<file path="src/hw/rtl/bfm_pkg.sv">
// bfm_pkg: shared types and constants for bulk fraction marking
// holds controller states, command and status bundles, field widths and codes
// no dependencies
package bfm_pkg;

    localparam int FRAC_W  = 17;
    localparam int LIMIT_W = 11;
    localparam int EVAL_W  = 32;
    localparam int IDX_W   = 10;
    localparam int CNTO_W  = 11;
    localparam int STAT_W  = 2;
    localparam int FRAC_SH = 16;
    localparam int MCNT_W  = 5;

    localparam logic [FRAC_W-1:0]  FRACTION_RESET = 17'd32768;
    localparam logic [FRAC_W-1:0]  FRACTION_ONE   = 17'd65536;
    localparam logic [LIMIT_W-1:0] LIMIT_RESET    = 11'd1025;

    localparam logic OP_LOAD  = 1'b0;
    localparam logic OP_QUERY = 1'b1;

    localparam logic KIND_SUMMARY = 1'b0;
    localparam logic KIND_QUERY   = 1'b1;

    localparam logic REG_FRACTION = 1'b0;
    localparam logic REG_LIMIT    = 1'b1;

    localparam logic [STAT_W-1:0] STAT_REFINE  = 2'd0;
    localparam logic [STAT_W-1:0] STAT_LIMIT   = 2'd1;
    localparam logic [STAT_W-1:0] STAT_NOTHING = 2'd2;

    typedef enum logic [3:0] {
        S_IDLE,
        S_QRY,
        S_MSTART,
        S_MUL,
        S_CHECK,
        S_SWSTART,
        S_SWEEP,
        S_DECIDE,
        S_REPORT
    } state_t;

    typedef struct packed {
        logic load;
        logic query;
        logic mul_start;
        logic mul_step;
        logic decide_init;
        logic sweep_start;
        logic decide;
        logic report;
        logic push_query;
    } cmd_t;

    typedef struct packed {
        logic mul_last;
        logic skip;
        logic sweep_busy;
        logic bit_zero;
        logic out_full;
    } sts_t;

endpackage

</file>
<file path="src/hw/rtl/bfm_ctrl.sv">
// bfm_ctrl: sequencer for load, query, goal multiply and threshold bit search
// depends on bfm_pkg
module bfm_ctrl
    import bfm_pkg::*;
(
    input  logic clk,
    input  logic rst_n,
    input  logic in_valid,
    input  logic in_opcode,
    input  logic in_last,
    output logic in_ready,
    input  sts_t sts,
    output cmd_t cmd
);

    state_t state_reg, state_next;
    logic   fire;

    assign in_ready = (state_reg == S_IDLE) && !sts.out_full;
    assign fire     = in_valid && in_ready;

    always_ff @(posedge clk or negedge rst_n)
    begin
        if (!rst_n)
        begin
            state_reg <= S_IDLE;
        end
        else
        begin
            state_reg <= state_next;
        end
    end

    always_comb
    begin
        state_next = state_reg;
        case (state_reg)
            S_IDLE:
            begin
                if (fire && in_opcode == OP_QUERY)
                begin
                    state_next = S_QRY;
                end
                else if (fire && in_last)
                begin
                    state_next = S_MSTART;
                end
            end
            S_QRY:     state_next = S_IDLE;
            S_MSTART:  state_next = S_MUL;
            S_MUL:     state_next = sts.mul_last ? S_CHECK : S_MUL;
            S_CHECK:   state_next = sts.skip ? S_REPORT : S_SWSTART;
            S_SWSTART: state_next = S_SWEEP;
            S_SWEEP:   state_next = sts.sweep_busy ? S_SWEEP : S_DECIDE;
            S_DECIDE:  state_next = sts.bit_zero ? S_REPORT : S_SWSTART;
            S_REPORT:  state_next = S_IDLE;
            default:   state_next = S_IDLE;
        endcase
    end

    always_comb
    begin
        cmd = '0;
        case (state_reg)
            S_IDLE:
            begin
                cmd.load  = fire && in_opcode == OP_LOAD;
                cmd.query = fire && in_opcode == OP_QUERY;
            end
            S_QRY:     cmd.push_query  = 1'b1;
            S_MSTART:  cmd.mul_start   = 1'b1;
            S_MUL:     cmd.mul_step    = 1'b1;
            S_CHECK:   cmd.decide_init = !sts.skip;
            S_SWSTART: cmd.sweep_start = 1'b1;
            S_DECIDE:  cmd.decide      = 1'b1;
            S_REPORT:  cmd.report      = 1'b1;
            default:   cmd = '0;
        endcase
    end

endmodule

</file>
<file path="config.mk">
export PLATFORM = sky130hd
export DESIGN_NAME = bfm_ctrl
export DESIGN_NICKNAME = d
export VERILOG_FILES = /design/src/hw/rtl/bfm_pkg.sv /design/src/hw/rtl/bfm_ctrl.sv
export SDC_FILE = /design/constraint.sdc
export NUM_CORES = 1
export LEC_CHECK = 0
export ABC_CLOCK_PERIOD_IN_PS = 3500
export BUFFER_PORTS_ARGS = -buffer_cell sky130_fd_sc_hd__buf_2
export CORE_AREA = 2 2 39 41
export CTS_BUF_LIST = sky130_fd_sc_hd__clkbuf_16
export DETAILED_ROUTE_END_ITERATION = 6
export DIE_AREA = 0 0 41 43
export HOLD_SLACK_MARGIN = 0.08
export PLACE_DENSITY_LB_ADDON = 0.05
export SLEW_MARGIN = 20
export SYNTH_ARGS = -nofsm -noshare
export SYNTH_HDL_FRONTEND = slang
export SYNTH_SLANG_ARGS = --single-unit
</file>
<file path="constraint.sdc">
create_clock -name clk -period 3.5 [get_ports clk]
set_clock_uncertainty 0.1 [all_clocks]
set_input_delay 0.175 -clock clk [delete_from_list [all_inputs] [get_ports clk]]
set_output_delay 0.175 -clock clk [all_outputs]
set_load 0.05 [all_outputs]
</file>
# Word level (Yosys, flattened, before mapping)
# Index checks and enable logic that the tools add are counted.
dict set report word_totals {
  regBits 4
  inputBits 10
}
dict set report classes {
  bitwise 1
  eq_ne 9
  n_mux 15
  reduce_logical 8
}
# operator count
set ops {}
lappend ops {{$pmux W4 S7} 1}
lappend ops {{$eq A4 B3 Y1 const B} 4}
lappend ops {{$mux W4} 4}
lappend ops {{$eq A4 B2 Y1 const B} 2}
lappend ops {{$mux W1} 8}
lappend ops {{$logic_and A1 B1 Y1} 5}
lappend ops {{$eq A4 B1 Y1 const B} 1}
lappend ops {{$eq A4 B4 Y1 const B} 1}
lappend ops {{$logic_not A4 Y1} 1}
lappend ops {{$mux W3} 1}
lappend ops {{$ne A3 B1 Y1 const B} 1}
lappend ops {{$logic_not A1 Y1} 2}
lappend ops {{$mux W2} 1}
lappend ops {{$not A1 Y1} 1}

# Logic depth before layout (Yosys ltp)
# Gate-level depths: netlist (run 1).
dict set report depth {
  depth_word 7
  mapped_depth 4
  mapped_depth_nobuf 3
}

# Worst setup path after synthesis (run 1)
# Ideal clock, no wire load.
dict set report synth_path {
  kind {register to output}
  from {register state_reg[0]}
  to {output cmd[6] (netlist name)}
  slack_ps 979
  path_stages_with_launch 3
  arrival_time_ps 2246
  cell_sequence {dfrtp_1 buf_4 nor4b_1}
}
# item line_no
set synth_lines {}
lappend synth_lines {{start: declaration} bfm_ctrl.sv:16} ;# state_t state_reg, state_next;
lappend synth_lines {{start signal: assignment} bfm_ctrl.sv:30} ;# state_reg <= state_next;
lappend synth_lines {{end: declaration} bfm_ctrl.sv:13} ;# output cmd_t cmd

==> metrics.txt, run 1 <==
Worst R2R Path Depth 3; Most Crowded Layer GR met2; Max Cap Viol 0; cell count after synthesis 44; Syn Nets 54; clk sink count 4; routed vias/inst around 5.1; grt total ovfl 0; worst-skew pair later-pin latency 0.22 ns; Setup crit start state_reg[0]; sequential cell area fraction in the yosys report a little over a quarter; synthesized area per cell roughly 8.5 µm²; Tot GR Track Use a little under an eighth; Critical Path Sink Type output pin; Setup TNS 0 ns; PostCTS Resize Cnt 0; Synth cell types 26; DRT iter0 DRCs 3; WS Path Type flip-flop to output pin; hpwl dp 712 µm; post-route ant nets 0; Syn-to-layout area delta 43.5%; die width just over 40 µm; Yosys reg bits 4; GP Congestion ~0.66; Data required, critical path roughly 3.2 ns; post-CTS setup buffer count 0; die height ~43 µm; pre-CTS WS ~1.8 ns; via count around 400; PortBufs 19; share of cells above drive strength 1 38.1%; Final Worst Setup Slack around 1.6 ns; most common cell after layout, fill and taps aside buf_2; clock tree buffer depth 2; Hold Startpoint sts[3]; WL final roughly 910 µm; crit share post-route a little over half; post-route minimum period around 1.9 ns; peak supply drop roughly 430 µV; largest family of logic cells by synthesized area simple AND/OR/NAND/NOR gates; Post-Synth Simple-Gate Area 39.5%; most frequent cells in the layout buf_2, nor2_1, dfrtp_1; worst min path class input pin to flip-flop; Placeable Area approximately 0.0014 mm²; io pins 20; Reg-to-Reg Start state_reg[0]; drt drc 0; PD cells just over 1000 mW/mm²; Fmax about 530 MHz; H-tree levels 1; Hold Vio Cnt, Final 0; max FFs per register 4; first-pass GRT wire length between 1000 and 1500 µm; worst slew pin tran 0.442 ns; yosys warns 0; Worst Path Max Fanout 12; largest net degree at the start of global routing 14; post-synthesis mux area share 0%; Root Buffer clkbuf_16; Slew Viols, Final 0; adder-cell share of the synthesized area 0%; headroom to the max-slew limit 70.5%; Startpoint Class flip-flop; die area about 0.0018 mm²; Initial Util 27.0%; GRT met3 Usage 1.57%; WL per Instance between 10 and 15 µm; Final Setup Violations 0; TritonCTS Buffers 3; worst path arrival time between 1.5 and 2 ns; Worst Hold Path Cells 3; Pre-antenna DRT Iters 4; Antenna Cells 0; Post-CTS Hold Fix Bufs 1; global-route track usage on met2 17.8%; CTS tree built; Nets 75; met1 usage 17.0%; initial antenna violation count 0; RSZ-0062 raised after global routing no; P_leak 0.267 nW; post-synthesis compound-gate area fraction between 20% and 30%; synthesized cell area ~370 µm²; num rows 14; Synth Area in XOR/XNOR 0%; status completed; number of global-route vias before repair 350; Worst-path clk slew 0.03 ns
==> cell type report <==
| class | instances | area [µm²] |
|---|---|---|
| Multi-Input combinational cell | 33 | 225 |
| Fill cell | 161 | 847 |
| Inverter | 3 | 11.3 |
| Tap cell | 16 | 20.0 |
| Clock buffer | 3 | 75.1 |
| Sequential cell | 4 | 100 |
| Timing Repair Buffer | 20 | 105 |
==> final timing paths <==
path                                 to  slack, ns
min in group asynchronous  state_reg[2]       0.18
min                        state_reg[3]       0.13
max reg2reg                state_reg[1]       2.08
min reg2reg                state_reg[1]       0.57
max in group asynchronous  state_reg[3]       3.00
max                              cmd[8]       1.61
==> through the flow <==
step	std cells	cell area [µm²]	hold slack (ns)	util, %	total power (W)
final	79	537	0.128	38.8	0.000544
after global routing	79	537	0.161	38.8	0.000584
after CTS	79	537	0.130	38.8	0.000551
after detailed placement	75	452	-0.119	32.6	0.000372
after global placement	75	452	-0.117	32.6	0.000378
after floorplan	44	374	-0.221	-	0.000341
==> critical path, cell delays in order, from the launching register on <==
cell	delay [ns]
dfrtp_1	0.52
nor4_4	0.36
and4bb_1	0.24
buf_2	0.27
==> logic make-up (layout without fill, tap and decap cells) <==
group	count (synthesis)	after routing
AO/OA/AOI/OAI	11	11
AND/OR/NAND/NOR	22	22
buffers and inverters	7	26
flip-flops	4	4
==> power breakdown <==
part           internal [W]  total, W  switching, W  leakage [nW]
Sequential        0.0000636  0.000126     0.0000625        0.0520
Clock              0.000146  0.000174     0.0000283        0.0370
Combinational     0.0000883  0.000244      0.000156         0.178
==> cell usage after synthesis (all sizes together) <==
cell type / number / area share (%)
dfrtp: 4 / 27
and4bb: 1 / 3.3
nor2: 4 / 4.0
nand2: 2 / 2.0
nor3b: 1 / 2.0
nor4b: 1 / 2.3
and3: 1 / 1.7
o211ai: 1 / 2.0
o2bb2ai: 1 / 2.3
inv: 3 / 3.0
o21ai: 3 / 4.0
buf: 4 / 10
nor2b: 2 / 3.3
a2bb2oi: 2 / 4.7
nand2b: 3 / 5.0
a311o: 1 / 2.7
nor4: 2 / 7.4
a21oi: 3 / 5.0
nand3: 1 / 1.3
nand3b: 1 / 2.0
nor3: 2 / 2.7
nand4b: 1 / 2.3
==> layer usage <==
metal	vias to the layer above	wire length, µm
li1	198	-
met1	189	422
met2	12	438
met3	0	53
met4	0	0
met5	-	0
Power figures use the tool's default switching activity.
==> inputs of run 2 (changes only) <==
- ABC_CLOCK_PERIOD_IN_PS: 3500 -> 1800
- clock period: 3.5 -> 1.8 ns (I/O delays scaled with it)
==> run 2 against run 1 <==
Compared with the run above:
- cell count increased by 6.3%
- critical endpoint is now state_reg[3]
- power grew 110%
- worst setup slack worse by 1.5 ns
- largest cell class unchanged
- design area up 13%
- clock power increased by 93%
- largest power group unchanged
- hold slack lost 0.030 ns
==> metrics.txt, run 2 (synthesis results as in run 1) <==
Startpoint Class flip-flop; placed cell count between 70 and 80; Nets 80; pre-CTS WS roughly 0.32 ns; peak supply drop about 1200 µV; share of cells above drive strength 1 approximately half; Pre-antenna DRT Iters 2; Tot GR Track Use around 13%; Critical Path Sink Type flip-flop; CTS tree built; largest net degree at the start of global routing 12; clock tree buffer depth 2; worst min path class input pin to async pin; headroom to the max-slew limit between 80% and 90%; WL per Instance 11.7 µm; via count 410; grt total ovfl 0; GP Congestion 0.654; status completed; PD cells roughly 1900 mW/mm²; drt drc 0; Antenna Cells 0; Slew Viols, Final 0; Data required, critical path between 1.5 and 2 ns; WS Path Type flip-flop to flip-flop; DRT iter0 DRCs 5; RSZ-0062 raised after global routing no; die height around 43 µm; post-CTS setup buffer count 0; Final Setup Violations 0; routed vias/inst 4.88; io pins 20; non-filler cells, final 84; WL final a little under 1000 µm; die area 0.00176 mm²; Placeable Area 0.00138 mm²; Worst-path clk slew roughly 0.030 ns; max FFs per register 4; Initial Util a little over a quarter; Setup TNS 0 ns; Worst R2R Path Depth 5; worst slew pin tran roughly 0.28 ns; TritonCTS Buffers 3; Final Worst Setup Slack about 0.13 ns; Hold Vio Cnt, Final 0; Setup crit start state_reg[0]; post-route ant nets 0; worst-skew pair later-pin latency ~0.22 ns; die width slightly above 40 µm; Reg-to-Reg Start state_reg[0]; Root Buffer clkbuf_16; Max Cap Viol 0; P_leak 0.299 nW; most common cell after layout, fill and taps aside buf_2; initial antenna violation count 0; clk sink count 4; num rows 14; H-tree levels 1; Syn-to-layout area delta 61.9%; PortBufs 19; number of global-route vias before repair between 300 and 400; hpwl dp 765 µm; first-pass GRT wire length about 1600 µm; crit share post-route about 93%; Worst Path Max Fanout 11; worst path arrival time ~1.7 ns; Fmax ~600 MHz; post-route minimum period roughly 1.7 ns
run 2: cell count changes in the layout (fill, tap and decap cells not counted), sizes merged:
cell,previous run,this run
buf,19,22
dlygate4sd3,1,3
run 2: cell type report:
cell class / count / area, µm²
Fill cell: 141 / 778
Inverter: 3 / 11.3
Sequential cell: 4 / 101
Clock buffer: 3 / 75.1
Timing Repair Buffer: 25 / 148
Tap cell: 16 / 20.0
Multi-Input combinational cell: 33 / 250
run 2: power by group:
part | internal [W] | switching (W)
Combinational | 0.000224 | 0.000399
Sequential | 0.000126 | 0.0000621
Clock | 0.000283 | 0.0000532
Total | 0.000633 | 0.000514
run 2: stage by stage:
stage | cell area [µm²] | power [W] | util, % | hold WS (ns)
global route | 606 | 0.00121 | 43.8 | 0.113
floorplan | 397 | 0.000687 | - | -0.306
finish | 606 | 0.00115 | 43.8 | 0.0985
detailed placement | 497 | 0.000800 | 35.9 | -0.203
CTS | 602 | 0.00115 | 43.5 | 0.100
global placement | 497 | 0.000808 | 35.9 | -0.201
run 2: worst max-delay path, cell delays in order, from the launching register on:
cell and delay, ns:
dfrtp_1 0.40, buf_4 0.20, nor2_2 0.16, nand2_1 0.07, a21oi_1 0.13, dlygate4sd3_1 0.56
run 2: routing by layer:
| layer | vias to the layer above | wire [µm] | GRT usage [%] |
|---|---|---|---|
| li1 | 211 | - | - |
| met1 | 188 | 491 | 18.9 |
| met2 | 11 | 448 | 17.8 |
| met3 | 0 | 45 | 1.57 |
| met4 | 0 | 0 | 6.00 |
| met5 | - | 0 | 0 |
run 2: final timing paths:
path	to	slack, ns
hold reg to reg	state_reg[1]	0.52
min in group clk	state_reg[0]	0.12
setup reg to reg	state_reg[3]	0.13
hold / removal	state_reg[2]	0.1
max in group asynchronous	state_reg[3]	1.37
setup / recovery	state_reg[3]	0.13
run 2: what timing repair did:
| item | 4_1_cts | 5_1_grt |
|---|---|---|
| setup endpoints to repair | 0 | 1 |
| resized for setup | 0 | 2 |
| endpoints found under the hold margin | 5 | 0 |
| hold buffers | 3 | 0 |
==> inputs of run 3 (changes only) <==
- ABC_CLOCK_PERIOD_IN_PS: 1800 -> 1620
- GPL_TIMING_DRIVEN: unset -> 0
- clock period: 1.8 -> 1.62 ns (I/O delays scaled with it)
==> run 3 against run 2 <==
Compared with the run above:
- design area grew 9.3%
- register-to-register slack gained 0.09 ns
- critical path depth shrank 1
- hold slack lost 0.011 ns
- clock-buffer cell count is the same
- routed wire length grew 2.7%
- first-iteration DRC count shrank 80%
- clock power grew 12%
- power grew 15%
- combinational power grew 22%
- non-clock buffer count grew 3
- sequential power is essentially flat
- highest routed layer unchanged
==> metrics.txt, run 3 (synthesis results as in run 1) <==
status completed; Startpoint Class flip-flop; CP peak stage delay ~0.40 ns; Root Buffer clkbuf_16; clock tree buffer depth 2; Fmax 637 MHz; routed vias/inst between 4 and 5; P_leak ~0.31 nW; peak supply drop 978 µV; drt drc 0; WL per Instance ~12 µm; io pins 20; largest net degree at the start of global routing 11; Final Util a little under half; cell family with most CP delay buffers and inverters; via count 426; WS Path Type flip-flop to output pin; PortBufs 19; routed length on met2 around 500 µm; critical-path cell list buf_4 > nand2b_1 > nor2_1 > buf_2; Antenna Cells 0; die area between 0.0015 and 0.002 mm²; PD cells 2000 mW/mm²; H-tree levels 1; Data required, critical path ~1.4 ns; initial antenna violation count 0; TritonCTS Buffers 3; post-route ant nets 0; worst-skew pair later-pin latency 0.22 ns; headroom to the max-slew limit approximately 84%; area taken by flip-flops and latches 103 µm²; Final Setup Violations 0; placed cell areas around 500 µm²; Pre-antenna DRT Iters 2; Critical Path Sink Type output pin; worst min path class input pin to async pin; max layer used met3; Initial Util a little over a quarter; number of global-route vias before repair 338; clk sink count 4; first-pass GRT wire length between 1000 and 1500 µm; most frequent cells in the layout buf_2, buf_4, buf_6; fillers 140; most common cell after layout, fill and taps aside buf_2; register-to-register setup slack ~0.22 ns; slowest stage cell, crit path dfrtp_1; crit share post-route between 90% and 100%; die width just over 40 µm; hpwl dp between 700 and 800 µm; area of the multi-input gates 255 µm²; Placeable Area between 0.001 and 0.0015 mm²; share of cells above drive strength 1 54.9%; Worst Path Max Fanout 10; Worst-path clk slew roughly 0.03 ns; max FFs per register 4; Syn-to-layout area delta 76.9%; post-route minimum period ~1.6 ns; CTS tree built; GP Congestion 0.686; Tot GR Track Use around 13%; worst slew pin tran roughly 0.25 ns; Nets between 80 and 90; Max Cap Viol 0; met3 routed WL just under 50 µm; num rows 14; worst path arrival time about 1.4 ns; WL final slightly above 1000 µm; DRT met1 WL between 400 and 500 µm; Worst Path Buf+Inv 2; design area about 660 µm²; grt total ovfl 0; DRT iter0 DRCs 1; die height ~43 µm; Hold Vio Cnt, Final 0; Slew Viols, Final 0
[run 3: changes by cell type in the layout (fill, tap and decap cells not counted), sizes merged]
cell    delta
clkbuf     +2
buf        +1
[run 3: per-stage QoR]
step	power [W]	cells	worst slack (ns)	hold WS [ns]	setup TNS, ns
after floorplan	0.000767	44	-0.132	-0.315	-0.247
after global placement	0.000914	79	0.190	-0.211	0
final	0.00133	87	0.0510	0.0876	0
after CTS	0.00130	85	0.00971	0.0832	0
after detailed placement	0.000905	79	0.196	-0.214	0
after global routing	0.00141	87	-0.00943	0.0976	-0.00943
[run 3: timing repair]
action,in CTS,in global routing
cloned,0,0
gates resized for setup,3,8
setup endpoints to repair,3,10
setup buffers,0,2
hold endpoints to repair,5,0
hold buffers,3,0
pin swaps,0,3
[run 3: path summary, 6_finish.rpt]
kind	startpoint	to	depth (start not counted)
setup / recovery	state_reg[1]	cmd[3]	4
hold / removal	rst_n	state_reg[1]	2
setup reg to reg	state_reg[0]	state_reg[1]	4
hold reg to reg	state_reg[3]	state_reg[1]	2
max in group asynchronous	rst_n	state_reg[0]	2
min in group clk	in_last	state_reg[1]	3
[run 3: layout make-up]
cell class	instances	area share, %
plain buffers	4	5.67
clock buffers	3	11.3
inverters	3	1.70
multi-input cells	33	38.6
flip-flops and latches	4	15.5
well taps	16	3.02
repair buffers	24	24.2
[run 3: worst reg2reg max path, delay by kind of cell, from the launching register on]
kind	cells	cell delay (ns)
AO/OA/AOI/OAI	1	0.11
buffers and inverters	1	0.12
flip-flops	1	0.42
AND/OR/NAND/NOR	2	0.56
[run 3: where the power goes]
part / total [W] / internal, W / leakage, nW / switching (W)
sequential: 0.000191 / 0.000143 / 0.0495 / 0.0000477
combinational: 0.000758 / 0.000292 / 0.227 / 0.000466
clock: 0.000377 / 0.000315 / 0.0370 / 0.0000618
[run 3: layer usage]
layer  global-route usage [%]  up-vias
met1                     16.4      199
met3                     4.71        0
met2                     18.1       12
li1                         -      215
met5                        0        -
met4                     6.00        0
